[src/sv/hbd_pkg.sv]
// Shared types and constants for the tree Huffman byte decoder.
// No dependencies; every other file of the block but hbd_ram refers to this package.
`timescale 1ns / 1ps
`default_nettype none

package hbd_pkg;

    // Default tree store address width (512 entries)
    localparam int TREE_AW_DEF = 9;

    // Field widths
    localparam int IDX_W   = 9;
    localparam int VAL_W   = 16;
    localparam int WORD_W  = 32;
    localparam int BYTE_W  = 8;
    localparam int CNT_W   = 32;
    localparam int BITC_W  = $clog2(WORD_W);

    // Input stream layout: tree_index, tree_value, data_word, padded to bytes
    localparam int S_TDATA_W = ((IDX_W + VAL_W + WORD_W + 7) / 8) * 8;
    localparam int IDX_LSB   = 0;
    localparam int VAL_LSB   = IDX_LSB + IDX_W;
    localparam int WORD_LSB  = VAL_LSB + VAL_W;

    // Item kinds carried on tuser
    localparam logic OP_TREE = 1'b0;
    localparam logic OP_DATA = 1'b1;

    // Configuration register indexes
    localparam logic CFG_TREE_ROOT     = 1'b0;
    localparam logic CFG_OUTPUT_LENGTH = 1'b1;

    // Bit of a leaf word that marks a leaf reached on a 0 bit
    localparam int LEAF_FLAG_BIT = 8;

    // Decoded byte handed from the walker to the output register
    typedef struct packed {
        logic              valid;
        logic [BYTE_W-1:0] data_byte;
        logic              last;
    } emit_t;

endpackage

`default_nettype wire

[src/sv/hbd_walker.sv]
// Bit-serial tree walker: shifts the data word out MSB first, one tree read per bit.
// Holds the configuration registers, node index and byte count. Uses hbd_pkg.
`timescale 1ns / 1ps
`default_nettype none

module hbd_walker #(
    parameter int TREE_AW = hbd_pkg::TREE_AW_DEF
) (
    input  wire logic                          clk,
    input  wire logic                          rst_n,
    // data word start
    input  wire logic                          start,
    input  wire logic [hbd_pkg::WORD_W-1:0]    word,
    // configuration write
    input  wire logic                          cfg_wr_en,
    input  wire logic                          cfg_wr_index,
    input  wire logic [hbd_pkg::CNT_W-1:0]     cfg_wr_data,
    output logic                               busy,
    // tree store read port
    output logic                               rd_en,
    output logic [TREE_AW-1:0]                 rd_addr,
    input  wire logic [hbd_pkg::VAL_W-1:0]     rd_data,
    // decoded bytes
    output hbd_pkg::emit_t                     emit,
    input  wire logic                          emit_ready
);

    localparam int IDX_WIDE = (TREE_AW > hbd_pkg::IDX_W) ? TREE_AW : hbd_pkg::IDX_W;

    // walker states
    localparam logic [1:0] ST_IDLE = 2'd0;
    localparam logic [1:0] ST_ADDR = 2'd1;
    localparam logic [1:0] ST_EVAL = 2'd2;

    localparam logic [hbd_pkg::BITC_W-1:0] BIT_LAST = hbd_pkg::BITC_W'(hbd_pkg::WORD_W - 1);

    logic [1:0]                     state_reg, state_next;
    logic [hbd_pkg::IDX_W-1:0]      root_reg, root_next;
    logic [hbd_pkg::CNT_W-1:0]      len_reg, len_next;
    logic [hbd_pkg::CNT_W-1:0]      count_reg, count_next;
    logic [TREE_AW-1:0]             node_reg, node_next;
    logic [hbd_pkg::WORD_W-1:0]     shift_reg, shift_next;
    logic [hbd_pkg::BITC_W-1:0]     bitc_reg, bitc_next;

    logic [IDX_WIDE-1:0]            root_wide;
    logic [IDX_WIDE-1:0]            cfg_root_wide;
    logic [TREE_AW-1:0]             root_idx;
    logic [TREE_AW-1:0]             cfg_root_idx;
    logic [TREE_AW-1:0]             node_dec;
    logic signed [hbd_pkg::VAL_W-1:0] w;
    logic signed [hbd_pkg::VAL_W-1:0] half;
    logic                           cur_bit;
    logic                           is_leaf;
    logic [hbd_pkg::CNT_W-1:0]      count_inc;
    logic                           is_last;

    // root index wrapped to the store size
    assign root_wide     = IDX_WIDE'(root_reg);
    assign root_idx      = root_wide[TREE_AW-1:0];
    assign cfg_root_wide = IDX_WIDE'(cfg_wr_data[hbd_pkg::IDX_W-1:0]);
    assign cfg_root_idx  = cfg_root_wide[TREE_AW-1:0];

    // node word decode
    assign cur_bit   = shift_reg[hbd_pkg::WORD_W-1];
    assign node_dec  = node_reg - TREE_AW'(1);
    assign w         = $signed(rd_data);
    // divide by two, truncating toward zero
    assign half      = (w + $signed({{(hbd_pkg::VAL_W-1){1'b0}}, w[hbd_pkg::VAL_W-1]})) >>> 1;
    assign is_leaf   = cur_bit ? !w[hbd_pkg::VAL_W-1]
                               : (!w[hbd_pkg::VAL_W-1] && w[hbd_pkg::LEAF_FLAG_BIT]);
    assign count_inc = count_reg + hbd_pkg::CNT_W'(1);
    assign is_last   = (count_inc == len_reg);

    assign busy    = (state_reg != ST_IDLE);
    assign rd_addr = cur_bit ? node_reg : node_dec;

    // next-state logic
    always_comb
    begin
        state_next = state_reg;
        root_next  = root_reg;
        len_next   = len_reg;
        count_next = count_reg;
        node_next  = node_reg;
        shift_next = shift_reg;
        bitc_next  = bitc_reg;
        rd_en      = 1'b0;
        emit.valid     = 1'b0;
        emit.data_byte = rd_data[hbd_pkg::BYTE_W-1:0];
        emit.last      = is_last;

        unique case (state_reg)
            ST_IDLE:
            begin
                if (start && (count_reg != len_reg))
                begin
                    shift_next = word;
                    bitc_next  = '0;
                    state_next = ST_ADDR;
                end
            end
            ST_ADDR:
            begin
                rd_en      = 1'b1;
                state_next = ST_EVAL;
            end
            ST_EVAL:
            begin
                // a leaf waits here until the output register has room
                if (!is_leaf || emit_ready)
                begin
                    if (is_leaf)
                    begin
                        emit.valid = 1'b1;
                        count_next = count_inc;
                        node_next  = root_idx;
                    end
                    else if (cur_bit)
                    begin
                        node_next = node_reg + half[TREE_AW-1:0];
                    end
                    else
                    begin
                        node_next = node_dec;
                    end
                    shift_next = shift_reg << 1;
                    bitc_next  = bitc_reg + hbd_pkg::BITC_W'(1);
                    if ((bitc_reg == BIT_LAST) || (is_leaf && is_last))
                    begin
                        state_next = ST_IDLE;
                    end
                    else
                    begin
                        state_next = ST_ADDR;
                    end
                end
            end
            default:
            begin
                state_next = ST_IDLE;
            end
        endcase

        // register write restarts decoding
        if (cfg_wr_en)
        begin
            count_next = '0;
            unique case (cfg_wr_index)
                hbd_pkg::CFG_TREE_ROOT:
                begin
                    root_next = cfg_wr_data[hbd_pkg::IDX_W-1:0];
                    node_next = cfg_root_idx;
                end
                hbd_pkg::CFG_OUTPUT_LENGTH:
                begin
                    len_next  = cfg_wr_data;
                    node_next = root_idx;
                end
                default:
                begin
                    node_next = root_idx;
                end
            endcase
        end
    end

    // control and state registers
    always_ff @(posedge clk or negedge rst_n)
    begin
        if (!rst_n)
        begin
            state_reg <= ST_IDLE;
            root_reg  <= '0;
            len_reg   <= '0;
            count_reg <= '0;
            node_reg  <= '0;
            bitc_reg  <= '0;
        end
        else
        begin
            state_reg <= state_next;
            root_reg  <= root_next;
            len_reg   <= len_next;
            count_reg <= count_next;
            node_reg  <= node_next;
            bitc_reg  <= bitc_next;
        end
    end

    // data shift register
    always_ff @(posedge clk)
    begin
        shift_reg <= shift_next;
    end

endmodule

`default_nettype wire

[config.mk]
export PLATFORM = sky130hd
export DESIGN_NAME = hbd_walker
export DESIGN_NICKNAME = d
export VERILOG_FILES = /design/src/sv/hbd_pkg.sv /design/src/sv/hbd_walker.sv
export SDC_FILE = /design/constraint.sdc
export NUM_CORES = 1
export LEC_CHECK = 0
export ABC_AREA = 1
export BUFFER_PORTS_ARGS = -buffer_cell sky130_fd_sc_hd__buf_2
export CORE_MARGIN = 2
export CORE_UTILIZATION = 55
export DETAILED_ROUTE_END_ITERATION = 10
export PLACE_DENSITY = 0.77
export SLEW_MARGIN = 30
export SYNTH_ARGS = -nofsm -noshare
export SYNTH_HDL_FRONTEND = slang
export SYNTH_SLANG_ARGS = --single-unit
[constraint.sdc]
create_clock -name clk -period 3.34 [get_ports clk]
set_input_delay 0 -clock clk [delete_from_list [all_inputs] [get_ports clk]]
set_output_delay 0 -clock clk [all_outputs]
set_load 0.02 [all_outputs]
==> impl_results.md <==
- Status: complete, no violations
- Most frequent standard cell in the layout excluding fill and tap cells: nand2_1
- Clock-pin slew on the worst setup and hold paths: 0.06 ns
- Area fraction in compound gates after synthesis: 0.0837
- Total nets after synthesis: 1141
- Overall Power: 5730 µW
- Reg power frac: 0.366
- Buffer type at the clock tree root: clkbuf_16
- Mux contribution to synthesized area: 0.00147
- Final setup viols: 0
- Post-Synth Adder-Cell Area: 0.0238
- Syn Inst Count: 1041
- HPWL after detailed placement: 13600 µm
- Distinct cell type count after synthesis: 49
- Min Tclk post-route: 2.83 ns
- I/O pin count: 107
- Type of element capturing the critical path: primary output
- CTS tree: built
- Ratio of final minimum period to clock period: 0.846
- Arrival time of data at the critical path endpoint: 2.83 ns
- Clock share of power: 0.325
- Post-synthesis xor/xnor area fraction: 0.0628
- Proportion of total power due to net switching: 0.362
- Num rows: 43
- CP Class: register to primary output
- Synthesis-stage register bit count: 121
- Antenna violations before repair: 0
- Routed wire length: 20100 µm
- Area added between synthesis and finish: 25.1%
- Non-filler cells, final: 1398
- Highest clock rate: 0.354 GHz
- Critical path cell sequence: ha_1, nand3_1, nor2_2, nand2_1, nor2_4, nand3b_1, nand2_1, nand2_1, nor2_1, nand2_1, nor2_1, and2_1, buf_2
- Post-synthesis cell area: 7670 µm²
- Max Fanout on Critical Path: 7
- Setup Skew: 0.00932 ns
- Delay contributed by the slowest stage of the critical path: 0.43 ns
- Die span in y: 122 µm
- Synthesized area per cell: 7.37 µm²
- Slowest stage cell on the critical path: dfrtp_1
- Wire length of the first global-routing pass: 32900 µm
- Endpoint required time on the critical path: 3.34 ns
- Final-layout setup total negative slack: 0 ns
- Final #Nets: 1305
- P_int: 3660 µW
- IO buf count: 101
- Sink count of the clock tree: 121
- Vias in the first global route: 6892
- Final hold violations: 0
- Die outline width: 122 µm
- Post-route DRC: 0
- Remaining number of nets flagged by the antenna check after routing: 0
- Total number of yosys warnings: 0
- Die area: 14900 µm²
- Leak pwr: 0.00466 µW
- Commonest cells after routing, fill and taps aside: 367 x nand2_1, 110 x inv_1, 100 x buf_2, 90 x nor2_1, 89 x dfrtp_1
- Logic gate share of total power: 0.308
- Weighted congestion reported at the end of routability-driven placement: 0.964
- Number of buffers inserted during clock tree synthesis: 17
- H-tree depth: 4
- Global-route congestion overflow total: 0
- Worst Path Buf+Inv: 1
- Dominant combinational cell family by area after synthesis: simple AND/OR/NAND/NOR gates
- Detailed-route vias per instance: 5.26
- Net Sw Power: 2080 µW
- Insertion delay to the later sink of the worst-skew pair: 0.43 ns
- Most used flip-flop cell after synthesis: dfrtp_1
- Worst slew pin tran: 0.695 ns
- Antenna Diode Count: 0
- Wirelength per Cell: 14.4 µm
- Iter 0 DRT Violations: 676
- Aggregate global-route resource usage: 0.282
- Element type at the critical path start: register
- Part of the Yosys area used for sequential elements: 0.416
- Cell family contributing the most delay on the critical path: simple AND/OR/NAND/NOR gates
- Largest net degree at the start of global routing: 77
- Total iterations of the first detailed-routing run: 5
- Floorplan Core Area: 13800 µm²
- Vias post-DR: 7357
- Power density over the cells: 597 nW/µm²
- Max Cap Viol: 0
- Instance count after placement with tap cells included: 1297
- Fraction of layout cells with a size suffix above 1: 0.148
- Filler cell count in the final layout: 1146
- Largest voltage drop on the vdd net: 408 µV
- EDFF count, synth: 32
- Max Buffers Root-to-Sink: 2
- Synth Area in Simple Gates: 0.333
- Final-report max-slew violation count: 0
- Min-Delay Path Class: input pin to register
- RSZ-0062 raised after global routing: no
- Effective utilization at floorplan: 0.557
- Cell repeated most along the worst path: nand2_1
- Share of async-settable or async-resettable flops after synthesis: 0.736
- Max transition margin: 0.537
-- power by group through the flow --
| stage | clock network (µW) | logic (µW) | registers, µW |
|---|---|---|---|
| after detailed placement | 0 | 1680 | 2110 |
| final | 1870 | 1770 | 2100 |
| after global routing | 1960 | 1990 | 2130 |
| after floorplan | 0 | 1230 | 2060 |
| after global placement | 0 | 1660 | 2100 |
| after CTS | 1880 | 1760 | 2090 |
-- synth_stat cells, types with 3 or more instances --
master / n / area [µm²]
a22oi_1: 4 / 30.0
o21ai_1: 3 / 15.0
nor3_1: 12 / 60.1
clkbuf_1: 19 / 71.3
nor2_2: 7 / 43.8
a21oi_1: 25 / 125
edfxtp_1: 32 / 961
nand2_2: 5 / 31.3
buf_2: 4 / 20.0
inv_2: 5 / 18.8
xnor2_1: 37 / 324
o21ai_0: 52 / 260
buf_4: 9 / 67.6
nor2_1: 90 / 338
dfrtp_1: 89 / 2230
nand4_1: 20 / 125
o22ai_1: 7 / 43.8
nand3b_1: 6 / 45.0
nand3_1: 53 / 265
ha_1: 13 / 163
nor2_4: 9 / 101
o21bai_1: 9 / 67.6
nand2_1: 367 / 1380
o211ai_1: 4 / 30.0
nor3b_1: 5 / 37.5
xor2_1: 18 / 158
inv_1: 110 / 413
-- cell type report --
class	count	area (µm²)	share of cell area
Multi-Input combinational cell	768	3870	0.403
Sequential cell	121	3190	0.332
Timing Repair Buffer	181	1280	0.134
Inverter	116	435	0.0454
Clock buffer	18	429	0.0447
Tap cell	180	225	0.0235
Clock inverter	14	164	0.0171
-- kinds of logic (layout without fill, tap and decap cells) --
group / count (synthesis) / after routing
buf+inv: 152 / 329
compound gates: 112 / 112
fa+ha+maj: 14 / 14
simple gates: 586 / 586
mux: 1 / 1
xor+xnor: 55 / 55
flops: 121 / 121
-- worst register-to-register path, cell delays in order (launching register included) --
cell and delay (ns):
dfrtp_1 0.43, ha_1 0.25, nand3_1 0.18, nor2_2 0.15, nand2_1 0.20, nor2_4 0.24, nand3b_1 0.11, nand2_1 0.07
nand2_1 0.05, nor2_1 0.10, nand2_1 0.09, nor2_1 0.21, nand3_1 0.12, nand2_1 0.10, a21oi_1 0.07
-- through the flow --
step | instance area (µm²) | hold WS (ns) | utilization | worst slack [ns]
after global routing | 9600 | 0.111 | 0.697 | 0.331
after detailed placement | 8310 | 0.199 | 0.603 | 0.970
after CTS | 9600 | 0.0568 | 0.697 | 0.567
final | 9600 | 0.0738 | 0.697 | 0.514
after global placement | 8310 | 0.193 | 0.603 | 0.989
after floorplan | 7670 | -0.296 | - | 0.927
-- final timing paths --
kind / startpoint / cells after the start / slack (ns) / endpoint
min in group asynchronous: rst_n / 2 / 0.17 / len_reg[27]
setup reg to reg: count_reg[1] / 14 / 0.85 / state_reg[0]
hold / removal: cfg_wr_index / 4 / 0.07 / root_idx[1]
max in group asynchronous: rst_n / 3 / 2.48 / len_reg[17]
setup / recovery: count_reg[1] / 13 / 0.51 / emit[0]
hold reg to reg: len_reg[7] / 2 / 0.51 / len_reg[7]
-- per-layer routing --
| layer | vias to the layer above | track usage | part of all wire |
|---|---|---|---|
| met1 | 3366 | 0.400 | 0.47 |
| li1 | 3650 | - | - |
| met3 | 54 | 0.0557 | 0.062 |
| met5 | - | 0 | 0 |
| met4 | 0 | 0.109 | 0.023 |
| met2 | 287 | 0.429 | 0.45 |
-- what timing repair did --
item / in CTS / in global routing
gates resized for setup: 0 / 0
buffers inserted: 0 / 0
endpoints found under the hold margin: 153 / 0
hold buffers: 69 / 0
endpoints found under the setup margin: 0 / 0
Note: power is estimated with default switching activity, not from simulation.
